--- src/hdl/pll_pkg.sv ---
`timescale 1ns / 1ps

package pll_pkg;

  localparam int NODE_COUNT = 64;
  localparam int IDX_W      = $clog2(NODE_COUNT);
  localparam int LINK_W     = IDX_W + 1;

  localparam int CMD_W  = 3;
  localparam int VAL_W  = 32;
  localparam int TGT_W  = 6;
  localparam int STAT_W = 2;
  localparam int RES_W  = 6;

  localparam logic [LINK_W-1:0] LINK_END = LINK_W'(NODE_COUNT);

  localparam logic [CMD_W-1:0] CMD_APPEND  = 3'd0;
  localparam logic [CMD_W-1:0] CMD_PREPEND = 3'd1;
  localparam logic [CMD_W-1:0] CMD_INSERT  = 3'd2;
  localparam logic [CMD_W-1:0] CMD_SEARCH  = 3'd3;
  localparam logic [CMD_W-1:0] CMD_DELETE  = 3'd4;

  localparam logic [STAT_W-1:0] ST_OK        = 2'd0;
  localparam logic [STAT_W-1:0] ST_NO_FREE   = 2'd1;
  localparam logic [STAT_W-1:0] ST_BAD_NODE  = 2'd2;
  localparam logic [STAT_W-1:0] ST_NOT_FOUND = 2'd3;

  typedef logic [IDX_W-1:0]  idx_t;
  typedef logic [LINK_W-1:0] link_t;

  typedef enum logic [4:0] {
    S_IDLE  = 5'b00001,
    S_POP   = 5'b00010,
    S_TAIL  = 5'b00100,
    S_LINK2 = 5'b01000,
    S_SCAN  = 5'b10000
  } state_t;

endpackage

--- src/hdl/pll_ram.sv ---
`timescale 1ns / 1ps

module pll_ram #(
  parameter int DW = 8,
  parameter int AW = 6
) (
  input  logic          clk,
  input  logic          we,
  input  logic [AW-1:0] waddr,
  input  logic [DW-1:0] wdata,
  input  logic [AW-1:0] raddr,
  output logic [DW-1:0] rdata
);

  logic [DW-1:0] mem [2**AW];

  always_ff @(posedge clk) begin
    if (we) begin
      mem[waddr] <= wdata;
    end
  end

  always_ff @(posedge clk) begin
    rdata <= mem[raddr];
  end

endmodule

--- src/hdl/pooled_linked_list_engine.sv ---
`timescale 1ns / 1ps

// Linked list of 32-bit words in a pool of 64 nodes, with free nodes on a
// stack. Raise start with a request while busy is low; each request gives one
// result, shown for exactly one cycle with out_valid high, and the receiver
// cannot hold it off. Error results and unused command codes answer on the
// next cycle without raising busy. Prepend passes through the pop state only
// and insert-after through pop and the second link write. Append into an
// empty list passes through pop only, otherwise through pop and then a walk
// of the links to the tail (up to 64 links); search and delete walk from the
// head through the nodes (up to 64). The single read port of the link memory,
// followed one link per cycle, paces these walks. No clearing pass is needed
// after reset. The result is shown in the first cycle with busy low again.
module pooled_linked_list_engine (
  input  logic                      clk,
  input  logic                      rst_n,
  input  logic                      start,
  output logic                      busy,
  input  logic [pll_pkg::CMD_W-1:0] in_command,
  input  logic [pll_pkg::VAL_W-1:0] in_value,
  input  logic [pll_pkg::TGT_W-1:0] in_target_node,
  output logic                       out_valid,
  output logic [pll_pkg::STAT_W-1:0] out_status,
  output logic [pll_pkg::RES_W-1:0]  out_result_node,
  output logic                       out_result_node_valid
);

  pll_pkg::state_t state_r, state_nxt;

  pll_pkg::idx_t  head_r, head_nxt;
  logic           list_ne_r, list_ne_nxt;
  pll_pkg::idx_t  ftop_r, ftop_nxt;
  logic           free_ne_r, free_ne_nxt;
  logic [pll_pkg::NODE_COUNT-1:0] in_use_r, in_use_nxt;
  logic [pll_pkg::NODE_COUNT-1:0] fl_wr_r, fl_wr_nxt;

  logic [pll_pkg::CMD_W-1:0] cmd_r, cmd_nxt;
  logic [pll_pkg::VAL_W-1:0] val_r, val_nxt;
  pll_pkg::idx_t  tgt_r, tgt_nxt;
  pll_pkg::idx_t  cur_r, cur_nxt;
  pll_pkg::idx_t  prev_r, prev_nxt;
  logic           have_prev_r, have_prev_nxt;
  pll_pkg::idx_t  new_r, new_nxt;
  pll_pkg::link_t steps_r, steps_nxt;

  logic                       out_valid_r, out_valid_nxt;
  logic [pll_pkg::STAT_W-1:0] out_status_r, out_status_nxt;
  logic [pll_pkg::RES_W-1:0]  out_node_r, out_node_nxt;
  logic                       out_node_valid_r, out_node_valid_nxt;

  pll_pkg::idx_t             rd_addr;
  pll_pkg::link_t            link_q;
  pll_pkg::link_t            fl_q;
  logic [pll_pkg::VAL_W-1:0] val_q;

  logic                      link_we;
  pll_pkg::idx_t             link_waddr;
  pll_pkg::link_t            link_wdata;
  logic                      val_we;
  logic [pll_pkg::VAL_W-1:0] val_wdata;
  logic                      fl_we;
  pll_pkg::link_t            fl_wdata;

  pll_pkg::link_t fl_eff;
  logic           link_end;
  pll_pkg::idx_t  link_idx;
  pll_pkg::idx_t  in_tgt;

  pll_ram #(.DW(pll_pkg::LINK_W), .AW(pll_pkg::IDX_W)) u_link_ram (
    .clk   (clk),
    .we    (link_we),
    .waddr (link_waddr),
    .wdata (link_wdata),
    .raddr (rd_addr),
    .rdata (link_q)
  );

  pll_ram #(.DW(pll_pkg::VAL_W), .AW(pll_pkg::IDX_W)) u_value_ram (
    .clk   (clk),
    .we    (val_we),
    .waddr (ftop_r),
    .wdata (val_wdata),
    .raddr (rd_addr),
    .rdata (val_q)
  );

  pll_ram #(.DW(pll_pkg::LINK_W), .AW(pll_pkg::IDX_W)) u_free_ram (
    .clk   (clk),
    .we    (fl_we),
    .waddr (cur_r),
    .wdata (fl_wdata),
    .raddr (ftop_r),
    .rdata (fl_q)
  );

  assign link_end = (link_q >= pll_pkg::LINK_END);
  assign link_idx = link_q[pll_pkg::IDX_W-1:0];
  assign in_tgt   = pll_pkg::IDX_W'(in_target_node);

  // untouched free links keep their reset chain
  always_comb begin
    if (fl_wr_r[ftop_r]) begin
      fl_eff = fl_q;
    end else if (ftop_r == pll_pkg::IDX_W'(pll_pkg::NODE_COUNT - 1)) begin
      fl_eff = pll_pkg::LINK_END;
    end else begin
      fl_eff = pll_pkg::LINK_W'(ftop_r) + pll_pkg::LINK_W'(1);
    end
  end

  always_comb begin
    state_nxt          = state_r;
    head_nxt           = head_r;
    list_ne_nxt        = list_ne_r;
    ftop_nxt           = ftop_r;
    free_ne_nxt        = free_ne_r;
    in_use_nxt         = in_use_r;
    fl_wr_nxt          = fl_wr_r;
    cmd_nxt            = cmd_r;
    val_nxt            = val_r;
    tgt_nxt            = tgt_r;
    cur_nxt            = cur_r;
    prev_nxt           = prev_r;
    have_prev_nxt      = have_prev_r;
    new_nxt            = new_r;
    steps_nxt          = steps_r;
    out_valid_nxt      = 1'b0;
    out_status_nxt     = out_status_r;
    out_node_nxt       = out_node_r;
    out_node_valid_nxt = out_node_valid_r;
    rd_addr            = head_r;
    link_we            = 1'b0;
    link_waddr         = cur_r;
    link_wdata         = pll_pkg::LINK_END;
    val_we             = 1'b0;
    val_wdata          = val_r;
    fl_we              = 1'b0;
    fl_wdata           = pll_pkg::LINK_END;

    case (state_r)
      pll_pkg::S_IDLE: begin
        rd_addr = (in_command == pll_pkg::CMD_INSERT) ? in_tgt : head_r;
        if (start) begin
          cmd_nxt            = in_command;
          val_nxt            = in_value;
          tgt_nxt            = in_tgt;
          cur_nxt            = head_r;
          steps_nxt          = '0;
          have_prev_nxt      = 1'b0;
          out_status_nxt     = pll_pkg::ST_OK;
          out_node_nxt       = '0;
          out_node_valid_nxt = 1'b0;
          case (in_command)
            pll_pkg::CMD_APPEND, pll_pkg::CMD_PREPEND: begin
              if (!free_ne_r) begin
                out_valid_nxt  = 1'b1;
                out_status_nxt = pll_pkg::ST_NO_FREE;
              end else begin
                state_nxt = pll_pkg::S_POP;
              end
            end
            pll_pkg::CMD_INSERT: begin
              if (32'(in_target_node) >= pll_pkg::NODE_COUNT || !in_use_r[in_tgt]) begin
                out_valid_nxt  = 1'b1;
                out_status_nxt = pll_pkg::ST_BAD_NODE;
              end else if (!free_ne_r) begin
                out_valid_nxt  = 1'b1;
                out_status_nxt = pll_pkg::ST_NO_FREE;
              end else begin
                state_nxt = pll_pkg::S_POP;
              end
            end
            pll_pkg::CMD_SEARCH, pll_pkg::CMD_DELETE: begin
              if (!list_ne_r) begin
                out_valid_nxt  = 1'b1;
                out_status_nxt = pll_pkg::ST_NOT_FOUND;
              end else begin
                state_nxt = pll_pkg::S_SCAN;
              end
            end
            default: begin
              out_valid_nxt = 1'b1;
            end
          endcase
        end
      end

      pll_pkg::S_POP: begin
        new_nxt = ftop_r;
        if (fl_eff < pll_pkg::LINK_END) begin
          ftop_nxt = fl_eff[pll_pkg::IDX_W-1:0];
        end else begin
          ftop_nxt    = '0;
          free_ne_nxt = 1'b0;
        end
        val_we             = 1'b1;
        in_use_nxt[ftop_r] = 1'b1;
        link_we            = 1'b1;
        link_waddr         = ftop_r;
        rd_addr            = cur_r;
        case (cmd_r)
          pll_pkg::CMD_PREPEND: begin
            link_wdata         = list_ne_r ? pll_pkg::LINK_W'(head_r) : pll_pkg::LINK_END;
            head_nxt           = ftop_r;
            list_ne_nxt        = 1'b1;
            out_valid_nxt      = 1'b1;
            out_node_nxt       = pll_pkg::RES_W'(ftop_r);
            out_node_valid_nxt = 1'b1;
            state_nxt          = pll_pkg::S_IDLE;
          end
          pll_pkg::CMD_INSERT: begin
            link_wdata = link_q;
            state_nxt  = pll_pkg::S_LINK2;
          end
          default: begin
            link_wdata = pll_pkg::LINK_END;
            if (!list_ne_r) begin
              head_nxt           = ftop_r;
              list_ne_nxt        = 1'b1;
              out_valid_nxt      = 1'b1;
              out_node_nxt       = pll_pkg::RES_W'(ftop_r);
              out_node_valid_nxt = 1'b1;
              state_nxt          = pll_pkg::S_IDLE;
            end else begin
              state_nxt = pll_pkg::S_TAIL;
            end
          end
        endcase
      end

      pll_pkg::S_TAIL: begin
        if (link_end || steps_r == pll_pkg::LINK_W'(pll_pkg::NODE_COUNT)) begin
          link_we            = 1'b1;
          link_waddr         = cur_r;
          link_wdata         = pll_pkg::LINK_W'(new_r);
          out_valid_nxt      = 1'b1;
          out_node_nxt       = pll_pkg::RES_W'(new_r);
          out_node_valid_nxt = 1'b1;
          state_nxt          = pll_pkg::S_IDLE;
        end else begin
          cur_nxt   = link_idx;
          rd_addr   = link_idx;
          steps_nxt = steps_r + pll_pkg::LINK_W'(1);
        end
      end

      pll_pkg::S_LINK2: begin
        link_we            = 1'b1;
        link_waddr         = tgt_r;
        link_wdata         = pll_pkg::LINK_W'(new_r);
        out_valid_nxt      = 1'b1;
        out_node_nxt       = pll_pkg::RES_W'(new_r);
        out_node_valid_nxt = 1'b1;
        state_nxt          = pll_pkg::S_IDLE;
      end

      pll_pkg::S_SCAN: begin
        if (val_q == val_r) begin
          if (cmd_r == pll_pkg::CMD_DELETE) begin
            // unlink, then push onto the free stack
            if (!have_prev_r) begin
              if (!link_end) begin
                head_nxt = link_idx;
              end else begin
                head_nxt    = '0;
                list_ne_nxt = 1'b0;
              end
            end else begin
              link_we    = 1'b1;
              link_waddr = prev_r;
              link_wdata = link_q;
            end
            fl_we             = 1'b1;
            fl_wdata          = free_ne_r ? pll_pkg::LINK_W'(ftop_r) : pll_pkg::LINK_END;
            fl_wr_nxt[cur_r]  = 1'b1;
            in_use_nxt[cur_r] = 1'b0;
            ftop_nxt          = cur_r;
            free_ne_nxt       = 1'b1;
          end
          out_valid_nxt      = 1'b1;
          out_node_nxt       = pll_pkg::RES_W'(cur_r);
          out_node_valid_nxt = 1'b1;
          state_nxt          = pll_pkg::S_IDLE;
        end else if (link_end ||
                     steps_r == pll_pkg::LINK_W'(pll_pkg::NODE_COUNT - 1)) begin
          out_valid_nxt  = 1'b1;
          out_status_nxt = pll_pkg::ST_NOT_FOUND;
          state_nxt      = pll_pkg::S_IDLE;
        end else begin
          prev_nxt      = cur_r;
          have_prev_nxt = 1'b1;
          cur_nxt       = link_idx;
          rd_addr       = link_idx;
          steps_nxt     = steps_r + pll_pkg::LINK_W'(1);
        end
      end

      default: begin
        state_nxt = pll_pkg::S_IDLE;
      end
    endcase
  end

  always_ff @(posedge clk) begin
    if (!rst_n) begin
      state_r     <= pll_pkg::S_IDLE;
      head_r      <= '0;
      list_ne_r   <= 1'b0;
      ftop_r      <= '0;
      free_ne_r   <= 1'b1;
      in_use_r    <= '0;
      fl_wr_r     <= '0;
      out_valid_r <= 1'b0;
    end else begin
      state_r     <= state_nxt;
      head_r      <= head_nxt;
      list_ne_r   <= list_ne_nxt;
      ftop_r      <= ftop_nxt;
      free_ne_r   <= free_ne_nxt;
      in_use_r    <= in_use_nxt;
      fl_wr_r     <= fl_wr_nxt;
      out_valid_r <= out_valid_nxt;
    end
  end

  always_ff @(posedge clk) begin
    cmd_r            <= cmd_nxt;
    val_r            <= val_nxt;
    tgt_r            <= tgt_nxt;
    cur_r            <= cur_nxt;
    prev_r           <= prev_nxt;
    have_prev_r      <= have_prev_nxt;
    new_r            <= new_nxt;
    steps_r          <= steps_nxt;
    out_status_r     <= out_status_nxt;
    out_node_r       <= out_node_nxt;
    out_node_valid_r <= out_node_valid_nxt;
  end

  assign busy                  = (state_r != pll_pkg::S_IDLE);
  assign out_valid             = out_valid_r;
  assign out_status            = out_status_r;
  assign out_result_node       = out_node_r;
  assign out_result_node_valid = out_node_valid_r;

endmodule

--- config.mk ---
export PLATFORM = sky130hd
export DESIGN_NAME = pooled_linked_list_engine
export DESIGN_NICKNAME = d
export VERILOG_FILES = /design/src/hdl/pll_pkg.sv /design/src/hdl/pll_ram.sv /design/src/hdl/pooled_linked_list_engine.sv
export SDC_FILE = /design/constraint.sdc
export NUM_CORES = 2
export LEC_CHECK = 0
export BUFFER_PORTS_ARGS = -buffer_cell sky130_fd_sc_hd__buf_2
export CORE_UTILIZATION = 47
export DETAILED_ROUTE_END_ITERATION = 10
export HOLD_SLACK_MARGIN = 0.02
export PLACE_DENSITY = 0.74
export SYNTH_ARGS = -nofsm -noshare
export SYNTH_HDL_FRONTEND = slang
export SYNTH_SLANG_ARGS = --single-unit
--- constraint.sdc ---
create_clock -name clk -period 5.2 [get_ports clk]
set_input_delay 0.78 -clock clk [delete_from_list [all_inputs] [get_ports clk]]
set_output_delay 0.78 -clock clk [all_outputs]
set_load 0.02 [all_outputs]
## Word level (Yosys, flattened, before mapping)

Memories as Yosys holds them, arrays and structs flattened. A register that Yosys moved wholly into a read port is not among the register bits.
Index checks and enable logic that the tools add are counted.
W data, S select, Z words.

| cells by class | value |
|---|---|
| eq/ne operators | 34 |
| muxes and demuxes | 120 |
| reductions and logical operators | 24 |
| add/subtract/negate cells | 2 |
| bitwise logic cells | 6 |
| $lt $le $gt $ge | 7 |

Operators by type and width:

| cell | number |
|---|---|
| $mux W6 | 22 |
| $mux W64 | 2 |
| $or A64 B64 Y64 | 2 |
| $pmux W64 S2 | 1 |
| $mux W7 | 15 |
| $and A64 B64 Y64 | 1 |
| $not A64 Y64 | 1 |
| $mux W1 | 39 |
| $pmux W6 S2 | 3 |
| $pmux W6 S3 | 2 |
| $mux W5 | 7 |
| $eq A32 B32 Y1 | 1 |
| $pmux W6 S5 | 1 |
| $pmux W7 S4 | 1 |
| $ne A2 B2 Y1 const B | 12 |
| $pmux W6 S4 | 1 |
| $reduce_and A6 Y1 | 4 |
| $lt A6 B7 Y1 const B | 3 |
| $pmux W7 S3 | 1 |
| $pmux W5 S4 | 1 |
| $pmux W5 S3 | 1 |
| $pmux W7 S2 | 1 |
| $bmux W1 S6 | 2 |
| $demux W1 S6 | 2 |
| 39 further kinds | 67 |

| storage, ports and cells | value |
|---|---|
| register bits after elaboration | 224 |
| memory bits (writable) | 2944 |
| output and inout bits | 11 |
| memories kept | 3 |
| logic and storage cells | 215 |
| input bits | 44 |

Memory list:

| memory | depth | bits a word | rd ports | clocked after Yosys merged registers in | wr ports | RTL line | RTL |
|---|---|---|---|---|---|---|---|
| u_value_ram.mem | 64 | 32 | 1 | 1 | 1 | pll_ram.sv:15 | `logic [DW-1:0] mem [2**AW];` |
| u_free_ram.mem | 64 | 7 | 1 | 1 | 1 | pll_ram.sv:15 |  |
| u_link_ram.mem | 64 | 7 | 1 | 1 | 1 | pll_ram.sv:15 |  |

## Logic depth before layout (Yosys ltp)

| depth | value |
|---|---|
| depth after elaboration | 9 |
| depth in mapped cells | 16 |
| mapped depth without buffers | 11 |

## Hierarchy

A second synthesis with hierarchy kept.

| second synthesis, totals | value |
|---|---|
| cells, all modules | 6079 |
| area, all modules | 124391.8 µm² |

By module, submodules not included:

| module | seq. area each (µm²) | instances | cells an instance | area each (µm²) |
|---|---|---|---|---|
| pll_ram (u_value_ram) | 62139.6 | 1 | 3324 | 78515.3 |
| pll_ram (u_free_ram) | 13593.0 | 1 | 837 | 17673.2 |
| pll_ram (u_link_ram) | 13593.0 | 1 | 827 | 17635.7 |
| pooled_linked_list_engine | 5245.0 | 1 | 1091 | 10567.6 |

## Worst setup path before layout

Ideal clock, no wire load.

| timing path | value |
|---|---|
| path type | register to register |
| start | reg val_r[13] (netlist bit) |
| end | reg u_value_ram.rdata[0] (read register of u_value_ram.mem) |
| setup time | 133 ps |
| required time | 5067 ps |
| path buffers | 2 |
| slack | 1173 ps |
| clock period less this slack | 4027 ps |
| data arrival time | 3894 ps |
| cell stages (with the launch flop) | 12 |
| cell sequence | edfxtp_1 xor2_1 nor4_1 and4_1 a211oi_4 a221oi_2 buf_2 buf_2 mux4_2 nor2b_1 nor4_1 nand4_1 |

| on the way | value |
|---|---|
| cells in the longest elaborated chain, start to end | 3 |

RTL lines:

| what | RTL line | RTL |
|---|---|---|
| from (decl) | pooled_linked_list_engine.sv:38 | `logic [pll_pkg::VAL_W-1:0] val_r, val_nxt;` |
| from (signal assigned) | pooled_linked_list_engine.sv:328 | `val_r <= val_nxt;` |
| $eq A32 B32 Y1 | pooled_linked_list_engine.sv:258 | `if (val_q == val_r) begin` |
| $mux W6 | pooled_linked_list_engine.sv:258 |  |
| $pmux W6 S4 | pooled_linked_list_engine.sv:140 | `case (state_r)` |
| to (decl) | pll_ram.sv:12 | `output logic [DW-1:0] rdata` |

No other way between the ends.
A chain may end at the register's enable or synchronous reset.

## Final worst setup path

| timing path | value |
|---|---|
| start | reg val_r[4] (netlist bit) |
| end | reg u_link_ram.rdata[1] (read register of u_link_ram.mem) |

| on the way | value |
|---|---|
| cells in the longest elaborated chain, start to end | 3 |

RTL lines:

| what | RTL line |
|---|---|
| $eq A32 B32 Y1 | pooled_linked_list_engine.sv:258 |
| $mux W6 | pooled_linked_list_engine.sv:258 |
| $pmux W6 S4 | pooled_linked_list_engine.sv:140 |
| to (decl) | pll_ram.sv:12 |

No other way between the ends.

==> impl_metrics.yaml <==
status:
  status: "finished, violations left"
  violations: "setup timing"
synthesis:
  async_flop_share_pct: 0
  synth_cells: 6295
  synth-main-ff-cell: "edfxtp_1"
  synth_seq_area_share_pct: 77.2
  ys_ff_latch: 3214
  syn_area_um2: 122000
  syn_avg_cell_area_um2: 19.5
  yosysUniqueCellTypes: 73
  yosys_warnings: 0
  synth_edf_count: 3020
  synth.net_count: 6342
sta:
  slew_headroom_pct: 20.6
  skew_ps: 68.8
  hold_violations: 0
  timing.fmax_mhz: 190
  finalWorstSetupSlack_ps: -59.2
  tightest_slew_ps: 1190
  rsz0062_at_grt: "no"
  finalSetupTns_ps: -59.2
  setup_viol: 1
  min_period_ps: 5260
  drv_slew: 0
  fin_crit_sh_pct: 101
placed_design:
  portBuffers: 54
  dp_worst_setup_slack_ps: -686
  gp_congestion: 0.902
  placed_cells: 9754
  dp_hpwl_mm: 189
pwr:
  p_leak_nw: 42.2
  pwr-share-comb_pct: 2.7
  power.switching_mw: 10.3
  pwr-share-clk_pct: 42.3
  p_sw_share_pct: 20.0
  vdd_drop_max_v: 0.000333
  p_int_mw: 41.2
  power.density_nw_per_um2: 369
  seqPwrFrac_pct: 55.0
die:
  dieWidth_um: 512
  row_count: 187
  pin_count: 55
  fp.dieArea_um2: 263000
  start_util_pct: 47.2
  die_h_um: 512
  core_um2: 259000
final_layout:
  drive_above_1_share_pct: 22.3
  synthToLayoutAreaGrowth_pct: 13.8
  layout.nets: 6711
  num-fill-cells: 19100
  final_cells: 10300
  seq_area_um2: 94600
  multiInputGateArea_um2: 26700
grt:
  overflow: 0
  grt_usage_pct: 24.6
  busiest_layer: "met2"
  grt_pass1_vias: 66600
  grt_pass1_wl_mm: 468
  use_met3_pct: 6.21
  use_met2_pct: 38.9
  grt_start_max_net_pins: 117
  antenna_found_initial: 26
  grt_use_met1_pct: 33.1
clocking:
  htree_levels: 5
  clockBufferDepth: 4
  cts_tree: "yes"
  cts.clk_slew.worst_paths_ps: 60
  insertion_delay_ps: 960
  cts-root-buf: "clkbuf_16"
  numCtsBuffers: 304
  cts_num_sinks: 3214
drt:
  vias_per_cell: 6.55
  wire_per_inst_um: 31.9
  dr.first_iter.drc_count: 10500
  first_pass_iters: 6
  routed_wl_mm: 329
  remaining_drc_errors: 0
  vias: 67400
  ant_nets: 0
setup_path:
  required_ps: 5960
  cp_num_buf_inv: 3
  crit_type: "reg2reg"
  crit_path_start_kind: "flop"
  cpMaxStageDelayCell: "nor4_1"
  cp.arrival_ps: 6020
  slowest_delay_ps: 690
  critPathTopFamily: "simple AND/OR/NAND/NOR gates"
  cp_cell_sequence: "xor2_1 > nor4_4 > nand4_1 > buf_4 > o21ai_2 > a221o_4 > buf_4 > buf_12 > mux4_2 > nor2b_1 > nor4_1 > nand4_1"
  worstSetupEndpointType: "flop"
  path_max_fanout: 70
flow_run:
  cap_violations: 0
hold_path:
  hold_class: "in2reg"
[power by group through the flow]
stage                     Clock [mW]  Sequential [mW]  Combinational, mW
final                           21.8             28.3               1.37
after floorplan                    0             29.0              0.618
after detailed placement           0             28.9               1.32
after global routing            22.8             28.3               1.42
after CTS                       21.9             28.3               1.34
after global placement             0             28.9               1.28
[kinds of logic after synthesis]
group,count (synthesis),share of synthesized area [%]
AOI/OAI and AO/OA,1004,6.21
buffers and inverters,416,1.56
adders and majority gates,3,0.0307
and+or+nand+nor,954,3.86
xor gates and xnor gates,42,0.300
DFF,3214,77.2
muxes,662,10.8
[layer usage]
layer / vias to the layer above / wire length [um]
li1: 26900 / -
met1: 34700 / 119000
met2: 5041 / 155000
met3: 764 / 42200
met4: 18 / 12800
met5: - / 97
[cells in the final DEF, fill, tap and decap left out, types with 65 or more instances in the layout]
cell,count
edfxtp_1,3020
mux4_2,529
buf_4,325
clkbuf_16,316
a22oi_1,225
dfxtp_1,194
nand3_1,189
o21a_1,183
nand2_1,180
nor2_1,175
a221oi_1,171
a21oi_1,144
a22o_1,138
mux2i_1,126
nand4_1,98
buf_12,68
nor2_4,65
[synthesized netlist by cell type, drive strengths merged, types with 41 or more instances]
cell type | instances | area, um^2
edfxtp | 3020 | 90700
mux4 | 529 | 11900
nor2 | 241 | 907
a22oi | 225 | 1690
clkbuf | 195 | 732
buf | 194 | 1070
dfxtp | 194 | 3880
nand3 | 191 | 961
o21a | 183 | 1370
nand2 | 181 | 679
a221oi | 174 | 1550
a21oi | 145 | 726
a22o | 138 | 1210
mux2i | 126 | 1260
nand4 | 98 | 613
nor2b | 63 | 394
nor4 | 55 | 344
a31oi | 48 | 307
nor3 | 41 | 216
[layout make-up]
cell class,instances,share of cell area (%)
Tap cell,3402,3.05
Inverter,27,0.0727
Antenna cell,6,0.0108
Multi-Input combinational cell,2665,19.2
Clock inverter,136,0.928
Sequential cell,3214,67.8
Timing Repair Buffer,452,2.96
Clock buffer,391,5.97
[registers in the layout, summed over array words and instances (netlist names), 2 cells and up]
register / count
u_value_ram.mem: 2048
u_free_ram.mem: 448
u_link_ram.mem: 448
fl_wr_r: 64
in_use_r: 64
u_value_ram.rdata: 32
val_r: 32
steps_r: 7
u_free_ram.rdata: 7
u_link_ram.rdata: 7
cur_r: 6
ftop_r: 6
head_r: 6
new_r: 6
out_result_node: 6
prev_r: 6
tgt_r: 6
state_r: 5
cmd_r: 3
out_status: 2
[timing repair]
| action | CTS | global route |
|---|---|---|
| buffers inserted | 0 | 0 |
| gates resized for setup | 7 | 1 |
| hold buffers | 6 | 0 |
| endpoints found under the hold margin | 6 | 0 |
| endpoints found under the setup margin | 407 | 1 |
[final timing paths]
path / from / endpoint / slack (ps) / cells past startpoint
max reg2reg: val_r[4] / u_link_ram.rdata[1] / -60 / 12
min: in_value[9] / val_r[9] / 80 / 1
max: val_r[4] / u_link_ram.rdata[1] / -60 / 12
min reg2reg: fl_wr_r[28] / fl_wr_r[28] / 470 / 1
[metrics by stage]
| stage | power [mW] | hold slack [ps] | cell area [um^2] | utilization, % |
|---|---|---|---|---|
| after CTS | 51.6 | 20.9 | 139000 | 53.8 |
| after floorplan | 29.6 | 406 | 122000 | - |
| final | 51.5 | 76.7 | 139000 | 53.8 |
| after detailed placement | 30.2 | 454 | 130000 | 50.0 |
| after global placement | 30.2 | 446 | 130000 | 50.0 |
| after global routing | 52.5 | 43.6 | 139000 | 53.8 |
(Power assumes the default switching activity.)
